[config.mk]
export PLATFORM = sky130hd
export DESIGN_NAME = mhpq_ctrl
export DESIGN_NICKNAME = d
export VERILOG_FILES = /design/src/mhpq_pkg.sv /design/src/mhpq_ctrl.sv
export VERILOG_INCLUDE_DIRS = /design/src /design/src/src
export SDC_FILE = /design/constraint.sdc
export NUM_CORES = 1
export LEC_CHECK = 0
export ABC_AREA = 1
export BUFFER_PORTS_ARGS = -buffer_cell sky130_fd_sc_hd__buf_2
export CAP_MARGIN = 30
export CORE_AREA = 2 2 155 142
export DETAILED_ROUTE_END_ITERATION = 10
export DIE_AREA = 0 0 157 144
export PLACE_DENSITY = 0.76
export SYNTH_ARGS = -nofsm -noshare
export SYNTH_HDL_FRONTEND = slang
export SYNTH_SLANG_ARGS = --single-unit
export TNS_END_PERCENT = 20
[constraint.sdc]
create_clock -name clock -period 7.59 [get_ports clock]
set_clock_uncertainty 0.05 [all_clocks]
set_input_delay 1.1385 -clock clock [delete_from_list [all_inputs] [get_ports clock]]
set_output_delay 1.1385 -clock clock [all_outputs]
set_load 0.005 [all_outputs]
[src/max_heap_priority_queue_top_assert.svh]
// Assertion macros for the heap priority queue; only the sequencer (mhpq_ctrl) uses them.
`ifndef MAX_HEAP_PRIORITY_QUEUE_TOP_ASSERT_SVH
`define MAX_HEAP_PRIORITY_QUEUE_TOP_ASSERT_SVH
`ifndef SYNTHESIS
// Property must hold at every clock edge outside reset.
`define MHPQ_ASSERT(lbl, clk, rst, prop) \
   lbl: assert property (@(posedge clk) disable iff (rst) prop) \
      else $error("heap queue assertion failed");
// Condition must never be true outside reset.
`define MHPQ_NEVER(lbl, clk, rst, cond) \
   lbl: assert property (@(posedge clk) disable iff (rst) !(cond)) \
      else $error("heap queue forbidden condition seen");
`else
`define MHPQ_ASSERT(lbl, clk, rst, prop)
`define MHPQ_NEVER(lbl, clk, rst, cond)
`endif
`endif

[src/mhpq_pkg.sv]
// Types and constants of the max-heap priority queue.
package mhpq_pkg;

   localparam int VAL_W = 32;
   localparam int CNT_W = 9;
   localparam int IDX_W = CNT_W + 1;
   localparam int CNT_MAX = (1 << CNT_W) - 1;
   localparam logic [CNT_W-1:0] CAP_RESET = CNT_W'(256);

   typedef enum logic {
      FUNC_INSERT = 1'b0,
      FUNC_REMOVE = 1'b1
   } func_type;

   typedef enum logic [1:0] {
      STATUS_OK    = 2'd0,
      STATUS_FULL  = 2'd1,
      STATUS_EMPTY = 2'd2
   } status_type;

   typedef enum logic [3:0] {
      ST_IDLE,
      ST_UP_CHK,
      ST_UP_CMP,
      ST_RM_ROOT,
      ST_RM_LAST,
      ST_DN_LEFT,
      ST_DN_RIGHT,
      ST_DN_CMP,
      ST_DONE
   } state_type;

   typedef struct packed {
      logic signed [VAL_W-1:0] out_value;
      status_type              status;
      logic [CNT_W-1:0]        item_count;
      logic                    is_empty;
   } rsp_type;

endpackage

[src/mhpq_ctrl.sv]
// Heap sequencer: insert with sift-up, remove with sift-down, result register.
`include "max_heap_priority_queue_top_assert.svh"
module mhpq_ctrl
   import mhpq_pkg::*;
#(
   parameter int ENTRIES = 256,
   parameter int ADDR_W  = 8
) (
   input  logic                    clock,
   input  logic                    reset,
   input  logic                    req_valid,
   output logic                    req_ready,
   input  func_type                req_func,
   input  logic signed [VAL_W-1:0] req_value,
   input  logic [CNT_W-1:0]        capacity,
   output logic                    wr_en,
   output logic [ADDR_W-1:0]       wr_addr,
   output logic [VAL_W-1:0]        wr_data,
   output logic                    rd_en,
   output logic [ADDR_W-1:0]       rd_addr,
   input  logic [VAL_W-1:0]        rd_data,
   output logic                    rsp_valid,
   input  logic                    rsp_ready,
   output rsp_type                 rsp
);

   localparam logic [CNT_W-1:0] ENTRIES_CNT = CNT_W'(ENTRIES);

   state_type               state_ff, state_in;
   logic [CNT_W-1:0]        count_ff, count_in;
   logic [ADDR_W-1:0]       pos_ff, pos_in;
   logic signed [VAL_W-1:0] val_ff, val_in;
   logic signed [VAL_W-1:0] left_ff, left_in;
   logic signed [VAL_W-1:0] out_ff, out_in;
   status_type              status_ff, status_in;
   logic                    rsp_valid_ff, rsp_valid_in;
   rsp_type                 rsp_ff, rsp_in;

   logic                    req_fire;
   logic                    rsp_load;
   logic                    heap_full;
   logic signed [VAL_W-1:0] mem_val;
   logic [ADDR_W-1:0]       parent;
   logic [IDX_W-1:0]        left_idx;
   logic [IDX_W-1:0]        right_idx;
   logic [IDX_W-1:0]        count_ext;
   logic                    right_live;
   logic                    left_gt;
   logic                    right_gt;
   logic signed [VAL_W-1:0] best_val;

   assign req_ready = (state_ff == ST_IDLE);
   assign req_fire  = req_valid && req_ready;
   assign heap_full = (count_ff >= capacity) || (count_ff >= ENTRIES_CNT);
   assign mem_val   = $signed(rd_data);
   assign parent    = ADDR_W'((pos_ff - ADDR_W'(1)) >> 1);
   assign left_idx  = (IDX_W'(pos_ff) << 1) | IDX_W'(1);
   assign right_idx = left_idx + IDX_W'(1);
   assign count_ext = IDX_W'(count_ff);
   assign right_live = right_idx < count_ext;
   // Ties between the children go to the left one.
   assign left_gt   = left_ff > val_ff;
   assign best_val  = left_gt ? left_ff : val_ff;
   assign right_gt  = right_live && (mem_val > best_val);
   assign rsp_load  = (state_ff == ST_DONE) && (!rsp_valid_ff || rsp_ready);

   always_ff @(posedge clock) begin
      if (reset) begin
         state_ff     <= ST_IDLE;
         count_ff     <= '0;
         rsp_valid_ff <= 1'b0;
      end else begin
         state_ff     <= state_in;
         count_ff     <= count_in;
         rsp_valid_ff <= rsp_valid_in;
      end
   end

   always_ff @(posedge clock) begin
      pos_ff    <= pos_in;
      val_ff    <= val_in;
      left_ff   <= left_in;
      out_ff    <= out_in;
      status_ff <= status_in;
      rsp_ff    <= rsp_in;
   end

   always_comb begin
      state_in  = state_ff;
      count_in  = count_ff;
      pos_in    = pos_ff;
      val_in    = val_ff;
      left_in   = left_ff;
      out_in    = out_ff;
      status_in = status_ff;
      wr_en     = 1'b0;
      wr_addr   = pos_ff;
      wr_data   = val_ff;
      rd_en     = 1'b0;
      rd_addr   = '0;

      unique case (state_ff)
         ST_IDLE: begin
            if (req_fire) begin
               status_in = STATUS_OK;
               out_in    = '0;
               if (req_func == FUNC_INSERT) begin
                  if (heap_full) begin
                     status_in = STATUS_FULL;
                     state_in  = ST_DONE;
                  end else begin
                     val_in   = req_value;
                     pos_in   = count_ff[ADDR_W-1:0];
                     count_in = count_ff + CNT_W'(1);
                     state_in = ST_UP_CHK;
                  end
               end else begin
                  if (count_ff == '0) begin
                     status_in = STATUS_EMPTY;
                     state_in  = ST_DONE;
                  end else begin
                     rd_en    = 1'b1;
                     rd_addr  = '0;
                     state_in = ST_RM_ROOT;
                  end
               end
            end
         end
         ST_UP_CHK: begin
            if (pos_ff == '0) begin
               wr_en    = 1'b1;
               state_in = ST_DONE;
            end else begin
               rd_en    = 1'b1;
               rd_addr  = parent;
               state_in = ST_UP_CMP;
            end
         end
         ST_UP_CMP: begin
            // The hole moves up while the parent is strictly smaller.
            wr_en = 1'b1;
            if (mem_val < val_ff) begin
               wr_data  = rd_data;
               pos_in   = parent;
               state_in = ST_UP_CHK;
            end else begin
               state_in = ST_DONE;
            end
         end
         ST_RM_ROOT: begin
            out_in   = mem_val;
            rd_en    = 1'b1;
            rd_addr  = ADDR_W'(count_ff - CNT_W'(1));
            state_in = ST_RM_LAST;
         end
         ST_RM_LAST: begin
            val_in   = mem_val;
            pos_in   = '0;
            count_in = count_ff - CNT_W'(1);
            state_in = (count_ff == CNT_W'(1)) ? ST_DONE : ST_DN_LEFT;
         end
         ST_DN_LEFT: begin
            if (left_idx >= count_ext) begin
               wr_en    = 1'b1;
               state_in = ST_DONE;
            end else begin
               rd_en    = 1'b1;
               rd_addr  = left_idx[ADDR_W-1:0];
               state_in = ST_DN_RIGHT;
            end
         end
         ST_DN_RIGHT: begin
            left_in = mem_val;
            if (right_live) begin
               rd_en   = 1'b1;
               rd_addr = right_idx[ADDR_W-1:0];
            end
            state_in = ST_DN_CMP;
         end
         ST_DN_CMP: begin
            wr_en = 1'b1;
            if (right_gt) begin
               wr_data  = rd_data;
               pos_in   = right_idx[ADDR_W-1:0];
               state_in = ST_DN_LEFT;
            end else if (left_gt) begin
               wr_data  = left_ff;
               pos_in   = left_idx[ADDR_W-1:0];
               state_in = ST_DN_LEFT;
            end else begin
               state_in = ST_DONE;
            end
         end
         ST_DONE: begin
            if (rsp_load) begin
               state_in = ST_IDLE;
            end
         end
         default: begin
            state_in = ST_IDLE;
         end
      endcase
   end

   always_comb begin
      rsp_in       = rsp_ff;
      rsp_valid_in = rsp_valid_ff;
      if (rsp_valid_ff && rsp_ready) begin
         rsp_valid_in = 1'b0;
      end
      if (rsp_load) begin
         rsp_in.out_value  = out_ff;
         rsp_in.status     = status_ff;
         rsp_in.item_count = count_ff;
         rsp_in.is_empty   = (count_ff == '0);
         rsp_valid_in      = 1'b1;
      end
   end

   assign rsp_valid = rsp_valid_ff;
   assign rsp       = rsp_ff;

   `MHPQ_NEVER(a_count_bound, clock, reset, count_ff > ENTRIES_CNT)
   `MHPQ_ASSERT(a_write_live, clock, reset, wr_en |-> (IDX_W'(wr_addr) < count_ext))
   `MHPQ_ASSERT(a_fire_busy, clock, reset, req_fire |=> (state_ff != ST_IDLE))
   `MHPQ_ASSERT(a_full_cause, clock, reset, (rsp_load && status_ff == STATUS_FULL) |-> heap_full)

endmodule

==> flow_metrics.tcl <==
set metrics [dict create \
    crit_required_ns 6.40 \
    clk_latency_ns 0.44 \
    async_reset_ff_share_pct 0 \
    max_cap_viol_count 0 \
    die_area_um2 22610 \
    ys_top_cells_by_count "nand2_1 (303), inv_1 (204), edfxtp_1 (150)" \
    min_path_type "reg2reg" \
    io_buffers 173 \
    ctsHtreeMaxLevel 4 \
    path_max_fanout 34 \
    fp.dieH_um 144 \
    arrival_ns 5.85 \
    synthTopCellsByArea "edfxtp_1 (40%), ha_1 (14%), nand2_1 (10%)" \
    drc 0 \
    grt_pass1_vias 9062 \
    slew_headroom_pct 35.65 \
    via_count 9417 \
    cts_made_buffers 17 \
    rsz0062_at_grt "no" \
    synth_seq_cells 164 \
    r2r_cells 23 \
    dr.pass1.iters 6 \
    worstSetupStartpointType "flip-flop" \
    placed_cell_area_um2 12280 \
    dp_hpwl_um 21060 \
    drv_slew 0 \
    drt-total-wl_um 29120 \
    die_x_um 157 \
    ant_nets 0 \
    gp_congestion 0.8916 \
    wl_per_cell_um 16.43 \
    grt.total_usage_pct 26.34 \
    multi_input_area_um2 5423 \
    netlist.area_leader.share_pct 40.28 \
    overflow 0 \
    synth_area_um2 11180 \
    root_buffer "clkbuf_16" \
    coreArea_um2 21120 \
    fmax_ghz 0.1422 \
    nNetsFinal 1672 \
    whs_path_depth 0 \
    first_iter_violations 769 \
    setup_viol 0 \
    synth_ff_type "edfxtp_1" \
    leakage_nw 6.302 \
    grt_max_degree 72 \
    syn_avg_cell_area_um2 8.596 \
    initial_core_util_pct 52.95 \
    worstMarginPinSlew_ns 0.9639 \
    cts.reportedPaths.clkPinSlew_ns 0.07 \
    antenna_found_initial 0 \
    num_rows 51 \
    synth_most_common_cell "nand2_1" \
    layout-drive-gt1-share_pct 19.65 \
    cts.sink_count 164 \
    fin_crit_sh_pct 92.68 \
    ctsHoldBuffers 0 \
    postLayoutCellArea_um2 12910 \
    synth-edff-count 150 \
    synth_cell_types 49 \
    power.density_nw_per_um2 384.5 \
    setup-tns-final_ns 0 \
    ff_latch_area_um2 4785 \
    fin_crit_ns 7.035 \
    vdd_drop_max_mv 0.1957 \
    yosysWarnings 0 \
    area_growth_pct 15.43 \
    postCtsSetupBuffers 0 \
    nFillCells 1842 \
    ios 174 \
    syn-num-nets 1505 \
    grt_pass1_wl_um 45970 \
    ctsResizeCount 0 \
    viasPerCell 5.314 \
    critPathKind "reg2out" \
    synth_cells 1301 \
    end_kind "output pin" \
    tritoncts "yes" \
    num_antenna_cells 0 \
    final_core_util_pct 61.12 \
    netlist.top_cell.by_area "edfxtp_1" \
    status "finished clean" \
    hold_violations 0 \
    clockBufferDepth 2 \
    seq_area_frac_synth_pct 42.78 \
]
worst max-delay path, cell delays in order, from the launching register on:
cell and delay (ns):
edfxtp_1 0.39, inv_1 0.08, ha_1 0.39, nand2_1 0.14, nor2_2 0.05, nand2_1 0.17
inv_1 0.08, a21oi_1 0.29, nand2_1 0.09, nand2_1 0.11, nand3_4 0.28, buf_4 0.36
o21ai_0 0.34, inv_1 0.08, ha_1 0.36, nand2_1 0.10, nor2_1 0.15, and2_1 0.22
and3_1 0.17, nand2_1 0.07, nand3_1 0.11, nand3_4 0.20, nand2_1 0.18, clkinv_2 0.43
nand2_1 0.30, nand3_2 0.09, buf_2 0.13
metrics by stage:
step	setup slack [ns]	power (mW)	hold slack, ns	std cells
6_report	0.5552	4.964	0.3691	1772
5_1_grt	0.07603	5.380	0.3809	1772
3_5_place_dp	0.9081	4.002	0.3545	1740
2_1_floorplan	1.588	3.235	0.3503	1301
3_3_place_gp	1.015	3.946	0.3514	1740
4_1_cts	0.3758	4.954	0.3700	1772
cell families after synthesis:
kind of cell | synth area share, %
simple gates | 22.91
flops | 42.78
buf+inv | 8.894
xor+xnor | 1.566
compound gates | 9.745
fa+ha+maj | 14.10
worst paths after layout:
check | start | endpoint | slack (ns)
worst max-delay path | val_ff[31]$_DFFE_PP_ | wr_data[18] | 0.56
worst min-delay path | out_ff[13]$_SDFFCE_PN0P_ | rsp[25]$_DFFE_PP_ | 0.37
worst max register to register | val_ff[31]$_DFFE_PP_ | wr_addr[6]$_DFFE_PP_ | 2.20
worst min register to register | out_ff[13]$_SDFFCE_PN0P_ | rsp[25]$_DFFE_PP_ | 0.37
routing by layer:
metal	global-route usage [%]	part of all wire [%]	vias up	wire length (µm)
met2	43.47	46	347	13380
met1	35.64	44	4331	12940
met5	0	0	-	0
met4	8.257	2.5	0	728
li1	-	-	4678	-
met3	4.375	7.1	61	2070
registers in the layout, indices dropped and copies added, names as in the netlist:
signal / count
val_ff: 32
status_ff: 2
wr_addr: 8
rsp_valid: 1
state_ff: 4
left_ff: 32
rsp: 44
count_ff: 9
out_ff: 32
power by group:
part           total (mW)  switching, mW  internal [mW]
registers            1.53          0.192           1.34
clock network       0.934          0.406          0.528
logic                2.50           1.61          0.883
total                4.96           2.21           2.75
final cells by class:
| class | instances | area share, % |
|---|---|---|
| well taps | 291 | 2.821 |
| inverters | 210 | 6.116 |
| clock buffers | 17 | 3.296 |
| multi-input cells | 894 | 42.01 |
| repair buffers | 181 | 7.173 |
| flip-flops and latches | 164 | 37.07 |
| clock inverters | 15 | 1.522 |
placed cells by master (no fill, tap or decap), types with 11 or more instances in the layout:
cell and n:
dfxtp_1 14, o21ai_0 88, edfxtp_1 150, inv_1 204, o211ai_1 11, clkbuf_16 17
nand4_1 16, nor3_1 14, nor2_1 103, a21oi_1 63, buf_2 173, nand2_2 32
nand3_1 35, xor2_1 19, nand2_1 303, nand3_2 30, ha_1 126
Power figures use the tool's default switching activity.
